[src/rtl/core/hrhc_pkg.sv]
// Shared types and constants for the HTTP response header checker.
package hrhc_pkg;

  // Parse phases
  localparam logic [3:0] PH_SEEK   = 4'd0;
  localparam logic [3:0] PH_VER    = 4'd1;
  localparam logic [3:0] PH_STATUS = 4'd2;
  localparam logic [3:0] PH_REASON = 4'd3;
  localparam logic [3:0] PH_KEY    = 4'd4;
  localparam logic [3:0] PH_VALUE  = 4'd5;

  // Error codes
  localparam logic [3:0] ERR_OK         = 4'd0;
  localparam logic [3:0] ERR_VERSION    = 4'd1;
  localparam logic [3:0] ERR_STATUS_BAD = 4'd2;
  localparam logic [3:0] ERR_STATUS_UNK = 4'd3;
  localparam logic [3:0] ERR_NO_SEP     = 4'd4;
  localparam logic [3:0] ERR_NO_NAME    = 4'd5;
  localparam logic [3:0] ERR_NO_VALUE   = 4'd6;
  localparam logic [3:0] ERR_BAD_CHAR   = 4'd7;
  localparam logic [3:0] ERR_TOO_BIG    = 4'd8;

  // Line flag bits
  localparam logic [3:0] LF_KEY_SEEN = 4'b0001;
  localparam logic [3:0] LF_KEY_BAD  = 4'b0010;
  localparam logic [3:0] LF_VAL_SEEN = 4'b0100;
  localparam logic [3:0] LF_VAL_BAD  = 4'b1000;

  // Pending mark bits
  localparam logic [1:0] PM_CR    = 2'b01;
  localparam logic [1:0] PM_COLON = 2'b10;

  // Characters
  localparam logic [7:0] CH_CR    = 8'h0D;
  localparam logic [7:0] CH_LF    = 8'h0A;
  localparam logic [7:0] CH_SPACE = 8'h20;
  localparam logic [7:0] CH_SLASH = 8'h2F;
  localparam logic [7:0] CH_COLON = 8'h3A;
  localparam logic [7:0] CH_DOT   = 8'h2E;
  localparam logic [7:0] CH_ZERO  = 8'h30;
  localparam logic [7:0] CH_ONE   = 8'h31;
  localparam logic [7:0] CH_NINE  = 8'h39;

  localparam logic [15:0] MAX_BYTES_RESET = 16'd10240;
  localparam logic [15:0] BYTES_SAT       = 16'hFFFF;
  localparam logic [9:0]  HEADERS_SAT     = 10'd1023;

  typedef struct packed {
    logic name_safe;
    logic value_safe;
  } char_class_t;

  typedef struct packed {
    logic [3:0]  error_code;
    logic        version_minor;
    logic [9:0]  resp_code;
    logic [9:0]  header_count;
    logic [15:0] header_bytes;
  } hrhc_result_t;

endpackage

[src/rtl/core/hrhc_char_class.sv]
// Character classes for header keys and values.
module hrhc_char_class import hrhc_pkg::*; (
  input  logic [7:0]  data_byte,
  output char_class_t char_class
);

  logic alnum;
  logic symbol;

  assign alnum = (data_byte >= 8'h30 && data_byte <= 8'h39) ||
                 (data_byte >= 8'h61 && data_byte <= 8'h7A) ||
                 (data_byte >= 8'h41 && data_byte <= 8'h5A);

  // Safe punctuation in values
  always_comb begin
    case (data_byte)
      8'h5F, 8'h20, 8'h3A, 8'h3B, 8'h2E, 8'h2C, 8'h5C, 8'h2F, 8'h22, 8'h27,
      8'h3F, 8'h21, 8'h28, 8'h29, 8'h7B, 8'h7D, 8'h5B, 8'h5D, 8'h40, 8'h3C,
      8'h3E, 8'h3D, 8'h2D, 8'h2B, 8'h2A, 8'h23, 8'h24, 8'h26, 8'h60, 8'h7C,
      8'h7E, 8'h5E, 8'h25: symbol = 1'b1;
      default: symbol = 1'b0;
    endcase
  end

  assign char_class.name_safe  = alnum || data_byte == 8'h2D || data_byte == 8'h5F;
  assign char_class.value_safe = alnum || symbol;

endmodule

[src/rtl/core/hrhc_status_table.sv]
// Table of known HTTP status codes.
module hrhc_status_table import hrhc_pkg::*; (
  input  logic [9:0] code_value,
  output logic       known
);

  always_comb begin
    case (code_value)
      10'd100, 10'd101, 10'd102, 10'd103,
      10'd200, 10'd201, 10'd202, 10'd203, 10'd204, 10'd205, 10'd206, 10'd207,
      10'd208, 10'd226,
      10'd300, 10'd301, 10'd302, 10'd303, 10'd304, 10'd305, 10'd307, 10'd308,
      10'd400, 10'd401, 10'd402, 10'd403, 10'd404, 10'd405, 10'd406, 10'd407,
      10'd408, 10'd409, 10'd410, 10'd411, 10'd412, 10'd413, 10'd414, 10'd415,
      10'd416, 10'd417, 10'd418, 10'd421, 10'd422, 10'd423, 10'd424, 10'd425,
      10'd426, 10'd428, 10'd429, 10'd431, 10'd451,
      10'd500, 10'd501, 10'd502, 10'd503, 10'd504, 10'd505, 10'd506, 10'd507,
      10'd508, 10'd510, 10'd511: known = 1'b1;
      default: known = 1'b0;
    endcase
  end

endmodule

[src/rtl/core/hrhc_parser.sv]
// Parse state and per-byte step logic of the header checker.
module hrhc_parser import hrhc_pkg::*; (
  input  logic         clk,
  input  logic         rst,
  input  logic         step,
  input  logic [7:0]   data_byte,
  input  logic         first_byte,
  input  logic [15:0]  max_header_bytes,
  output logic         res_valid,
  output hrhc_result_t result
);

  logic [3:0]  parse_phase, parse_phase_next;
  logic        finished, finished_next;
  logic [15:0] byte_count, byte_count_next;
  logic [2:0]  field_position, field_position_next;
  logic        version_bit, version_bit_next;
  logic [9:0]  code_value, code_value_next;
  logic [3:0]  line_flags, line_flags_next;
  logic [1:0]  pending_marks, pending_marks_next;
  logic [1:0]  crlf_run, crlf_run_next;
  logic [9:0]  headers_seen, headers_seen_next;

  // state as seen by this byte (first_byte clears it)
  logic [3:0]  ph;
  logic        fin;
  logic [15:0] bc;
  logic [2:0]  fp;
  logic        vb;
  logic [9:0]  cv;
  logic [3:0]  lf;
  logic [1:0]  pm;
  logic [1:0]  run;
  logic [9:0]  hs;

  char_class_t cls;
  logic        code_ok;
  logic [3:0]  err;
  logic        show_status;
  logic [7:0]  mark;

  hrhc_char_class u_class (
    .data_byte  (data_byte),
    .char_class (cls)
  );

  hrhc_status_table u_table (
    .code_value (cv),
    .known      (code_ok)
  );

  always_comb begin
    logic handled;
    logic skip;
    ph  = first_byte ? PH_SEEK : parse_phase;
    fin = first_byte ? 1'b0    : finished;
    bc  = first_byte ? 16'd0   : byte_count;
    fp  = first_byte ? 3'd0    : field_position;
    vb  = first_byte ? 1'b0    : version_bit;
    cv  = first_byte ? 10'd0   : code_value;
    lf  = first_byte ? 4'd0    : line_flags;
    pm  = first_byte ? 2'd0    : pending_marks;
    run = first_byte ? 2'd0    : crlf_run;
    hs  = first_byte ? 10'd0   : headers_seen;

    parse_phase_next    = ph;
    finished_next       = fin;
    byte_count_next     = bc;
    field_position_next = fp;
    version_bit_next    = vb;
    code_value_next     = cv;
    line_flags_next     = lf;
    pending_marks_next  = pm;
    crlf_run_next       = run;
    headers_seen_next   = hs;

    res_valid   = 1'b0;
    err         = ERR_OK;
    show_status = 1'b0;
    handled     = 1'b0;
    skip        = 1'b0;
    mark        = (run[0]) ? CH_LF : CH_CR;

    if (!fin) begin
      if (bc != BYTES_SAT) begin
        byte_count_next = bc + 16'd1;
      end
      if (bc >= max_header_bytes) begin
        res_valid = 1'b1;
        err       = ERR_TOO_BIG;
      end else begin
        case (ph)
          PH_SEEK: begin
            if (data_byte == CH_SLASH) begin
              parse_phase_next    = PH_VER;
              field_position_next = 3'd0;
            end else if (data_byte == mark) begin
              if (run == 2'd3) begin
                res_valid = 1'b1;
                err       = ERR_VERSION;
              end else begin
                crlf_run_next = run + 2'd1;
              end
            end else begin
              crlf_run_next = (data_byte == CH_CR) ? 2'd1 : 2'd0;
            end
          end
          PH_VER: begin
            if (fp == 3'd0 && data_byte == CH_ONE) begin
              field_position_next = 3'd1;
            end else if (fp == 3'd1 && data_byte == CH_DOT) begin
              field_position_next = 3'd2;
            end else if (fp == 3'd2 && (data_byte == CH_ZERO || data_byte == CH_ONE)) begin
              version_bit_next    = data_byte[0];
              field_position_next = 3'd3;
            end else if (fp == 3'd3 && data_byte == CH_SPACE) begin
              parse_phase_next    = PH_STATUS;
              field_position_next = 3'd0;
              code_value_next     = 10'd0;
            end else begin
              res_valid = 1'b1;
              err       = ERR_VERSION;
            end
          end
          PH_STATUS: begin
            if (fp < 3'd3) begin
              if (data_byte < CH_ZERO || data_byte > CH_NINE) begin
                res_valid = 1'b1;
                err       = ERR_STATUS_BAD;
              end else begin
                // code * 10 + digit; stays below 1000
                code_value_next     = (cv << 3) + (cv << 1) + {6'd0, data_byte[3:0]};
                field_position_next = fp + 3'd1;
              end
            end else if (data_byte != CH_SPACE) begin
              res_valid = 1'b1;
              err       = ERR_STATUS_BAD;
            end else if (!code_ok) begin
              res_valid   = 1'b1;
              err         = ERR_STATUS_UNK;
              show_status = 1'b1;
            end else begin
              parse_phase_next    = PH_REASON;
              field_position_next = 3'd0;
              pending_marks_next  = 2'd0;
            end
          end
          default: begin
            // reason phrase, header key or header value
            if ((pending_marks_next & PM_CR) != 2'd0) begin
              pending_marks_next = pending_marks_next & ~PM_CR;
              if (data_byte == CH_LF) begin
                handled = 1'b1;
                if (ph == PH_REASON) begin
                  parse_phase_next = PH_KEY;
                  line_flags_next  = 4'd0;
                end else if (ph == PH_KEY) begin
                  res_valid   = 1'b1;
                  show_status = 1'b1;
                  err         = (line_flags_next == 4'd0) ? ERR_OK : ERR_NO_SEP;
                end else if ((line_flags_next & LF_KEY_SEEN) == 4'd0) begin
                  res_valid   = 1'b1;
                  show_status = 1'b1;
                  err         = ERR_NO_NAME;
                end else if ((line_flags_next & LF_KEY_BAD) != 4'd0) begin
                  res_valid   = 1'b1;
                  show_status = 1'b1;
                  err         = ERR_BAD_CHAR;
                end else if ((line_flags_next & LF_VAL_SEEN) == 4'd0) begin
                  res_valid   = 1'b1;
                  show_status = 1'b1;
                  err         = ERR_NO_VALUE;
                end else if ((line_flags_next & LF_VAL_BAD) != 4'd0) begin
                  res_valid   = 1'b1;
                  show_status = 1'b1;
                  err         = ERR_BAD_CHAR;
                end else begin
                  if (hs != HEADERS_SAT) begin
                    headers_seen_next = hs + 10'd1;
                  end
                  line_flags_next  = 4'd0;
                  parse_phase_next = PH_KEY;
                end
              end else if (ph == PH_KEY) begin
                // bare CR is a bad key character
                line_flags_next = line_flags_next | LF_KEY_SEEN | LF_KEY_BAD;
              end else if (ph == PH_VALUE) begin
                line_flags_next = line_flags_next | LF_VAL_SEEN | LF_VAL_BAD;
              end
            end
            if (!handled) begin
              if (data_byte == CH_CR) begin
                if (ph == PH_KEY && (pending_marks_next & PM_COLON) != 2'd0) begin
                  pending_marks_next = pending_marks_next & ~PM_COLON;
                  line_flags_next    = line_flags_next | LF_KEY_SEEN | LF_KEY_BAD;
                end
                pending_marks_next = pending_marks_next | PM_CR;
              end else if (ph != PH_REASON) begin
                if (ph == PH_KEY) begin
                  if ((pending_marks_next & PM_COLON) != 2'd0) begin
                    pending_marks_next = pending_marks_next & ~PM_COLON;
                    if (data_byte == CH_SPACE) begin
                      parse_phase_next = PH_VALUE;
                      skip             = 1'b1;
                    end else begin
                      // lone colon counts as a bad key character
                      line_flags_next = line_flags_next | LF_KEY_SEEN | LF_KEY_BAD;
                    end
                  end
                  if (!skip && data_byte == CH_COLON) begin
                    pending_marks_next = pending_marks_next | PM_COLON;
                    skip               = 1'b1;
                  end
                end
                if (!skip) begin
                  if (ph == PH_KEY) begin
                    line_flags_next = line_flags_next | LF_KEY_SEEN |
                                      (cls.name_safe ? 4'd0 : LF_KEY_BAD);
                  end else if (ph == PH_VALUE) begin
                    line_flags_next = line_flags_next | LF_VAL_SEEN |
                                      (cls.value_safe ? 4'd0 : LF_VAL_BAD);
                  end
                end
              end
            end
          end
        endcase
      end
      if (res_valid) begin
        finished_next = 1'b1;
      end
    end

    result.error_code    = err;
    result.version_minor = (ph >= PH_STATUS) ? vb : 1'b0;
    result.resp_code     = (show_status || ph >= PH_REASON) ? cv : 10'd0;
    result.header_count  = hs;
    result.header_bytes  = byte_count_next;
  end

  always_ff @(posedge clk) begin
    if (rst) begin
      parse_phase    <= PH_SEEK;
      finished       <= 1'b0;
      byte_count     <= 16'd0;
      field_position <= 3'd0;
      version_bit    <= 1'b0;
      code_value     <= 10'd0;
      line_flags     <= 4'd0;
      pending_marks  <= 2'd0;
      crlf_run       <= 2'd0;
      headers_seen   <= 10'd0;
    end else if (step) begin
      parse_phase    <= parse_phase_next;
      finished       <= finished_next;
      byte_count     <= byte_count_next;
      field_position <= field_position_next;
      version_bit    <= version_bit_next;
      code_value     <= code_value_next;
      line_flags     <= line_flags_next;
      pending_marks  <= pending_marks_next;
      crlf_run       <= crlf_run_next;
      headers_seen   <= headers_seen_next;
    end
  end

endmodule

[config.mk]
export PLATFORM = sky130hd
export DESIGN_NAME = hrhc_parser
export DESIGN_NICKNAME = d
export VERILOG_FILES = /design/src/rtl/core/hrhc_pkg.sv /design/src/rtl/core/hrhc_char_class.sv /design/src/rtl/core/hrhc_status_table.sv /design/src/rtl/core/hrhc_parser.sv
export SDC_FILE = /design/constraint.sdc
export NUM_CORES = 1
export LEC_CHECK = 0
export BUFFER_PORTS_ARGS = -buffer_cell sky130_fd_sc_hd__buf_2
export CORE_ASPECT_RATIO = 0.9
export CORE_MARGIN = 3
export CORE_UTILIZATION = 30
export DETAILED_ROUTE_END_ITERATION = 6
export GPL_ROUTABILITY_DRIVEN = 1
export SYNTH_ARGS = -nofsm -noshare
export SYNTH_HDL_FRONTEND = slang
export SYNTH_SLANG_ARGS = --single-unit
[constraint.sdc]
create_clock -name clk -period 2.8 [get_ports clk]
set_input_delay 0.14 -clock clk [delete_from_list [all_inputs] [get_ports clk]]
set_output_delay 0.14 -clock clk [all_outputs]
set_load 0.03 [all_outputs]
After elaboration in Yosys (flattened, before gate mapping)
Memory sizes are Yosys's and may differ from the RTL's.
Cells that the tools add are included.
{ "word_totals": {"ff_bits": 53, "romBits": 128, "input_bits": 28, "word_cells": 353, "memories": 1} }
{ "memory_table": {"columns": ["name", "words", "width", "read_ports", "rd_clocked_by_memory_dff", "write_ports", "line", "source"], "rows": [
  ["(name not given)", 128, 1, 1, 0, 0, "hrhc_char_class.sv:16", "case (data_byte)"]
]} }
{ "op_classes": {"add_sub_neg": 6, "order_cmp": 12, "eq_ne": 86, "mux": 210, "n_bitwise": 2, "n_reduce_logical": 26} }
{ "ops": {"columns": ["op", "n"], "rows": [
  ["equality test 10 x 9 -> 1 bit, second input constant", 48],
  ["2-to-1 mux 10 bit", 23],
  ["2-to-1 mux 4 bit", 55],
  ["equality test 10 x 8 -> 1 bit, second input constant", 10],
  ["2-to-1 mux 1 bit", 69],
  ["2-to-1 mux 3 bit", 22],
  ["2-to-1 mux 2 bit", 31],
  ["OR reduction 62 bit", 1],
  ["equality test 8 x 6 -> 1 bit, second input constant", 7],
  ["2-to-1 mux 16 bit", 3],
  ["equality test 10 x 7 -> 1 bit, second input constant", 4],
  ["one-hot mux 4 bit (3 select lines)", 2],
  ["one-hot mux 10 bit (2 select lines)", 1],
  ["adder 16 x 1 -> 16 bit, second input constant", 1],
  ["equality test 8 x 4 -> 1 bit, second input constant", 2],
  [">= comparator 16 bit", 1],
  [">= comparator 8 x 7 -> 1 bit, second input constant", 2],
  ["less-or-equal comparator 8 x 7 -> 1 bit, second input constant", 2],
  ["logical NOT 4 bit", 4],
  ["!= test 16 bit, second input constant", 1],
  ["adder 10 x 1 -> 10 bit, second input constant", 1],
  ["adder 10 bit", 1],
  ["adder 10 x 4 -> 10 bit", 1],
  ["!= test 10 bit, second input constant", 1],
  ["other kinds (30)", 49]
]} }

Longest topological paths before layout
{ "depth": {"ltp_word": 31, "depth_mapped": 16} }

Hierarchy
From an unflattened synthesis, not the netlist that was laid out.
{ "unflattened": {"hier_cells": 753, "area_unflattened_um2": 5644.2} }
{ "by_module_without_submodules": {"columns": ["mod", "instances", "cells_per_inst", "area_per_inst_um2", "seq_area_each_um2"], "rows": [
  ["hrhc_parser", 1, 695, 5238.8, 1061.0],
  ["hrhc_status_table", 1, 40, 300.3, 0.0],
  ["hrhc_char_class", 1, 18, 105.1, 0.0]
]} }

Worst setup path after synthesis
OpenSTA, ideal clock, no wires.
{ "synth_timing": {"path_kind": "input to output", "start": "in first_byte", "end": "out result[27] in the netlist's numbering", "arrival_ns": 3.058, "t_required_ns": 2.660, "slack_ns": -0.398, "cell_stages": 14, "cell_sequence": "buf_4 -> buf_4 -> buf_6 -> clkbuf_1 -> clkbuf_1 -> nor2b_1 -> ha_1 -> a211oi_1 -> o21bai_1 -> nor3_1 -> a21oi_1 -> nor2_1 -> a21o_4 -> nor2b_1"} }
{ "synth_lines": {"columns": ["element", "line", "source"], "rows": [
  ["from (decl)", "hrhc_parser.sv:7", "input logic first_byte,"],
  ["to (decl)", "hrhc_parser.sv:10", "output hrhc_result_t result"]
]} }

==> impl_metrics.json <==
{
  "run_status": "finished, violations left",
  "violations": "negative setup slack",
  "rrSetupSlack_ns": 0.12,
  "cts_buffers": 5,
  "cts.clk_slew.worst_paths_ns": 0.07,
  "skew_ns": 0.00429,
  "hold_viol": 0,
  "area.growth.synth_to_final_pct": 30.4,
  "drive_above_1_share_pct": 27.9,
  "crit_buf_inv": 3,
  "hold_path_class": "primary input to flip-flop",
  "num_vias": 5869,
  "grt_max_degree": 43,
  "die_area_um2": 19100,
  "nNetsFinal": 895,
  "netlist_area_um2": 5230,
  "core-area_um2": 17000,
  "grt_pass1_vias": 5491,
  "hold_depth": 3,
  "max-vdd-ir-drop_mv": 0.186,
  "cts_tree": "done",
  "antenna-diode-count": 0,
  "rsz0062_at_grt": "yes",
  "timing.rr.end": "crlf_run[0]$_SDFFE_PP0P_",
  "ant_nets": 0,
  "synth_ff_type": "dfxtp_1",
  "syn-num-nets": 795,
  "placed_area_um2": 6090,
  "synth.top_cell.area_share_pct": 20.3,
  "crit_fanout": 11,
  "slowest_delay_ns": 0.38,
  "r2r_cells": 10,
  "avgSynthCellArea_um2": 7.12,
  "gp_congestion": 0.921,
  "grt_pass1_wl_mm": 29.0,
  "gr-total-overflow": 0,
  "yosys-top-cells-count": "84 x nor2_1, 83 x nand2_1, 53 x dfxtp_1",
  "critPathCaptureType": "primary output",
  "detail_route.vias_per_cell": 5.48,
  "crit_family": "compound AO/OA/AOI/OAI gates",
  "port-buffer-count": 69,
  "timing.critical_path.to": "result[32]",
  "antenna_found_initial": 0,
  "rows": 45,
  "power_uw": 1750,
  "synth_seq_cells": 53,
  "fin_crit_sh_pct": 102,
  "crit_start": "code_value[2]$_SDFFE_PP0P_",
  "rr_startpoint": "byte_count[3]$_SDFFE_PP0P_",
  "yosysSeqAreaShare_pct": 20.3,
  "fp.dieH_um": 131,
  "crit_chain": "buf_4, nor4_1, a22oi_2, a2bb2oi_2, a31oi_2, or2_4, nor3_4, buf_4, a21o_4, and2_4, buf_6",
  "slew_violations": 0,
  "routedWlPerCell_um": 16.9,
  "ys_top_cells_by_area": "dfxtp_1 20%, ha_1 7.4%, nor2_1 6.0%",
  "cts_max_level": 2,
  "dp_hpwl_mm": 12.9,
  "routed_wl_mm": 18.1,
  "multiInputGateArea_um2": 4230,
  "cp_slowest_cell": "dfxtp_4",
  "worstSetupPathType": "flip-flop to primary output",
  "clkSinkCount": 53,
  "cp.arrival_ns": 2.71,
  "cts_buffer_depth": 2,
  "pwr_density_cell_nw_per_um2": 256,
  "drc_errors": 0,
  "tightest_slew_ns": 0.681,
  "synth_edf_count": 0,
  "final-setup-viol-count": 10,
  "synth.most_common_cell": "nor2_1",
  "syn_inst": 735,
  "start_kind": "flip-flop",
  "grtUsageTotal_pct": 18.2,
  "slew_headroom_pct": 54.6,
  "fmax_ghz": 0.351,
  "maxCapViolCount": 0,
  "synth.largest_area_cell": "dfxtp_1",
  "async_flop_share_pct": 0,
  "dr.pass1.iters": 5,
  "final_area_um2": 6820,
  "drtIter0Drc": 525,
  "timing.final.ws_setup_ns": -0.0525,
  "start_util_pct": 30.8,
  "ctsHoldBuffers": 0,
  "insertion_delay_ns": 0.31,
  "cts_root_buffer": "clkbuf_16",
  "regArea_um2": 1080,
  "required_ns": 2.66,
  "die_w_um": 145,
  "p_leak_uw": 0.00281,
  "synth.distinct_cells": 87,
  "cp.depth": 11,
  "n_fill_cell": 1822,
  "crit_top_cell": "buf_4",
  "yosys_warnings": 0,
  "pin_count": 70,
  "final.min_clock_period_ns": 2.85
}
metrics by stage:
step                      utilization, %  std cells  TNS (ns)  worst slack (ns)  hold slack [ns]
after floorplan                        -        735         0           0.00864            0.380
after global placement              35.8       1046   -0.0113          -0.00555            0.457
after detailed placement            35.8       1046   -0.0282           -0.0246            0.462
after CTS                           38.2       1063    -0.232           -0.0428            0.214
after global routing                40.1       1071     -1.86            -0.174            0.251
final                               40.1       1071    -0.323           -0.0525            0.215
where the power goes:
| part | internal [µW] | total [µW] | switching (µW) |
|---|---|---|---|
| Clock | 331 | 645 | 315 |
| Sequential | 759 | 771 | 11.3 |
| Combinational | 116 | 333 | 217 |
| Total | 1210 | 1750 | 543 |
worst min path at each step:
stage / startpoint / to / slack [ns]
3_5_place_dp: version_bit$_SDFFE_PP0P_ / version_bit$_SDFFE_PP0P_ / 0.46
4_1_cts: data_byte[1] / code_value[1]$_SDFFE_PP0P_ / 0.21
3_3_place_gp: version_bit$_SDFFE_PP0P_ / version_bit$_SDFFE_PP0P_ / 0.46
2_1_floorplan: data_byte[1] / code_value[1]$_SDFFE_PP0P_ / 0.38
6_report: data_byte[1] / code_value[1]$_SDFFE_PP0P_ / 0.22
5_1_grt: data_byte[1] / code_value[1]$_SDFFE_PP0P_ / 0.25
state kept, by name, indices dropped and copies added, names as in the netlist:
signal          cells
pending_marks       2
byte_count         16
crlf_run            2
line_flags          4
parse_phase         4
headers_seen       10
code_value         10
version_bit         1
field_position      3
finished            1
per-layer routing:
metal / wire length [µm] / GRT usage [%]
met3: 1290 / 4.62
met4: 495 / 5.91
met1: 8400 / 25.3
met5: 0 / 0
met2: 7950 / 27.6
tightest hold or removal path, stage by stage:
cell	delay (ns)
buf_2	0.11
ha_1	0.13
a22o_1	0.12
cells by family (layout without fill, tap and decap cells):
kind of cell | count (synthesis) | in the layout | share of synthesized area [%]
simple gates | 359 | 359 | 35.9
compound gates | 176 | 177 | 23.0
buf+inv | 75 | 175 | 6.12
flops | 53 | 53 | 20.3
xor+xnor | 35 | 35 | 5.86
fa+ha+maj | 32 | 32 | 7.79
mux | 5 | 5 | 1.05
placed cells by master, fill, tap and decap left out, types with 6 or more instances in the layout:
cell / synthesis / routed
o21ai_0: 34 / 32
nand4_1: 9 / 9
nor2b_2: 0 / 6
nor3b_1: 8 / 8
and2_4: 0 / 8
nand3_1: 23 / 22
a21oi_1: 46 / 41
and2_1: 15 / 7
nor3_1: 31 / 30
xnor2_1: 24 / 23
inv_1: 31 / 30
nand2_1: 83 / 81
a22o_1: 9 / 9
nor4_1: 17 / 16
dfxtp_1: 53 / 44
nor2b_1: 27 / 16
xor2_1: 11 / 10
nand2b_1: 11 / 10
a31oi_1: 15 / 12
buf_2: 6 / 53
a21o_1: 8 / 8
buf_6: 2 / 16
nor2_1: 84 / 79
ha_1: 31 / 28
buf_4: 3 / 62
and3_1: 18 / 15
timing repair:
action | in CTS | in global routing
resized for setup | 54 | 71
setup endpoints to repair | 18 | 45
cloned | 1 | 0
endpoints found under the hold margin | 0 | 0
pin swaps | 13 | 23
buffers inserted | 8 | 9
final cells by class:
class	instances	area share, %
clock inverters	2	0.147
inverters	33	1.82
well taps	235	4.31
multi-input cells	608	61.9
clock buffers	6	1.89
flip-flops and latches	53	15.9
repair buffers	134	14.0
No activity file was read; power rests on OpenSTA's default activity.
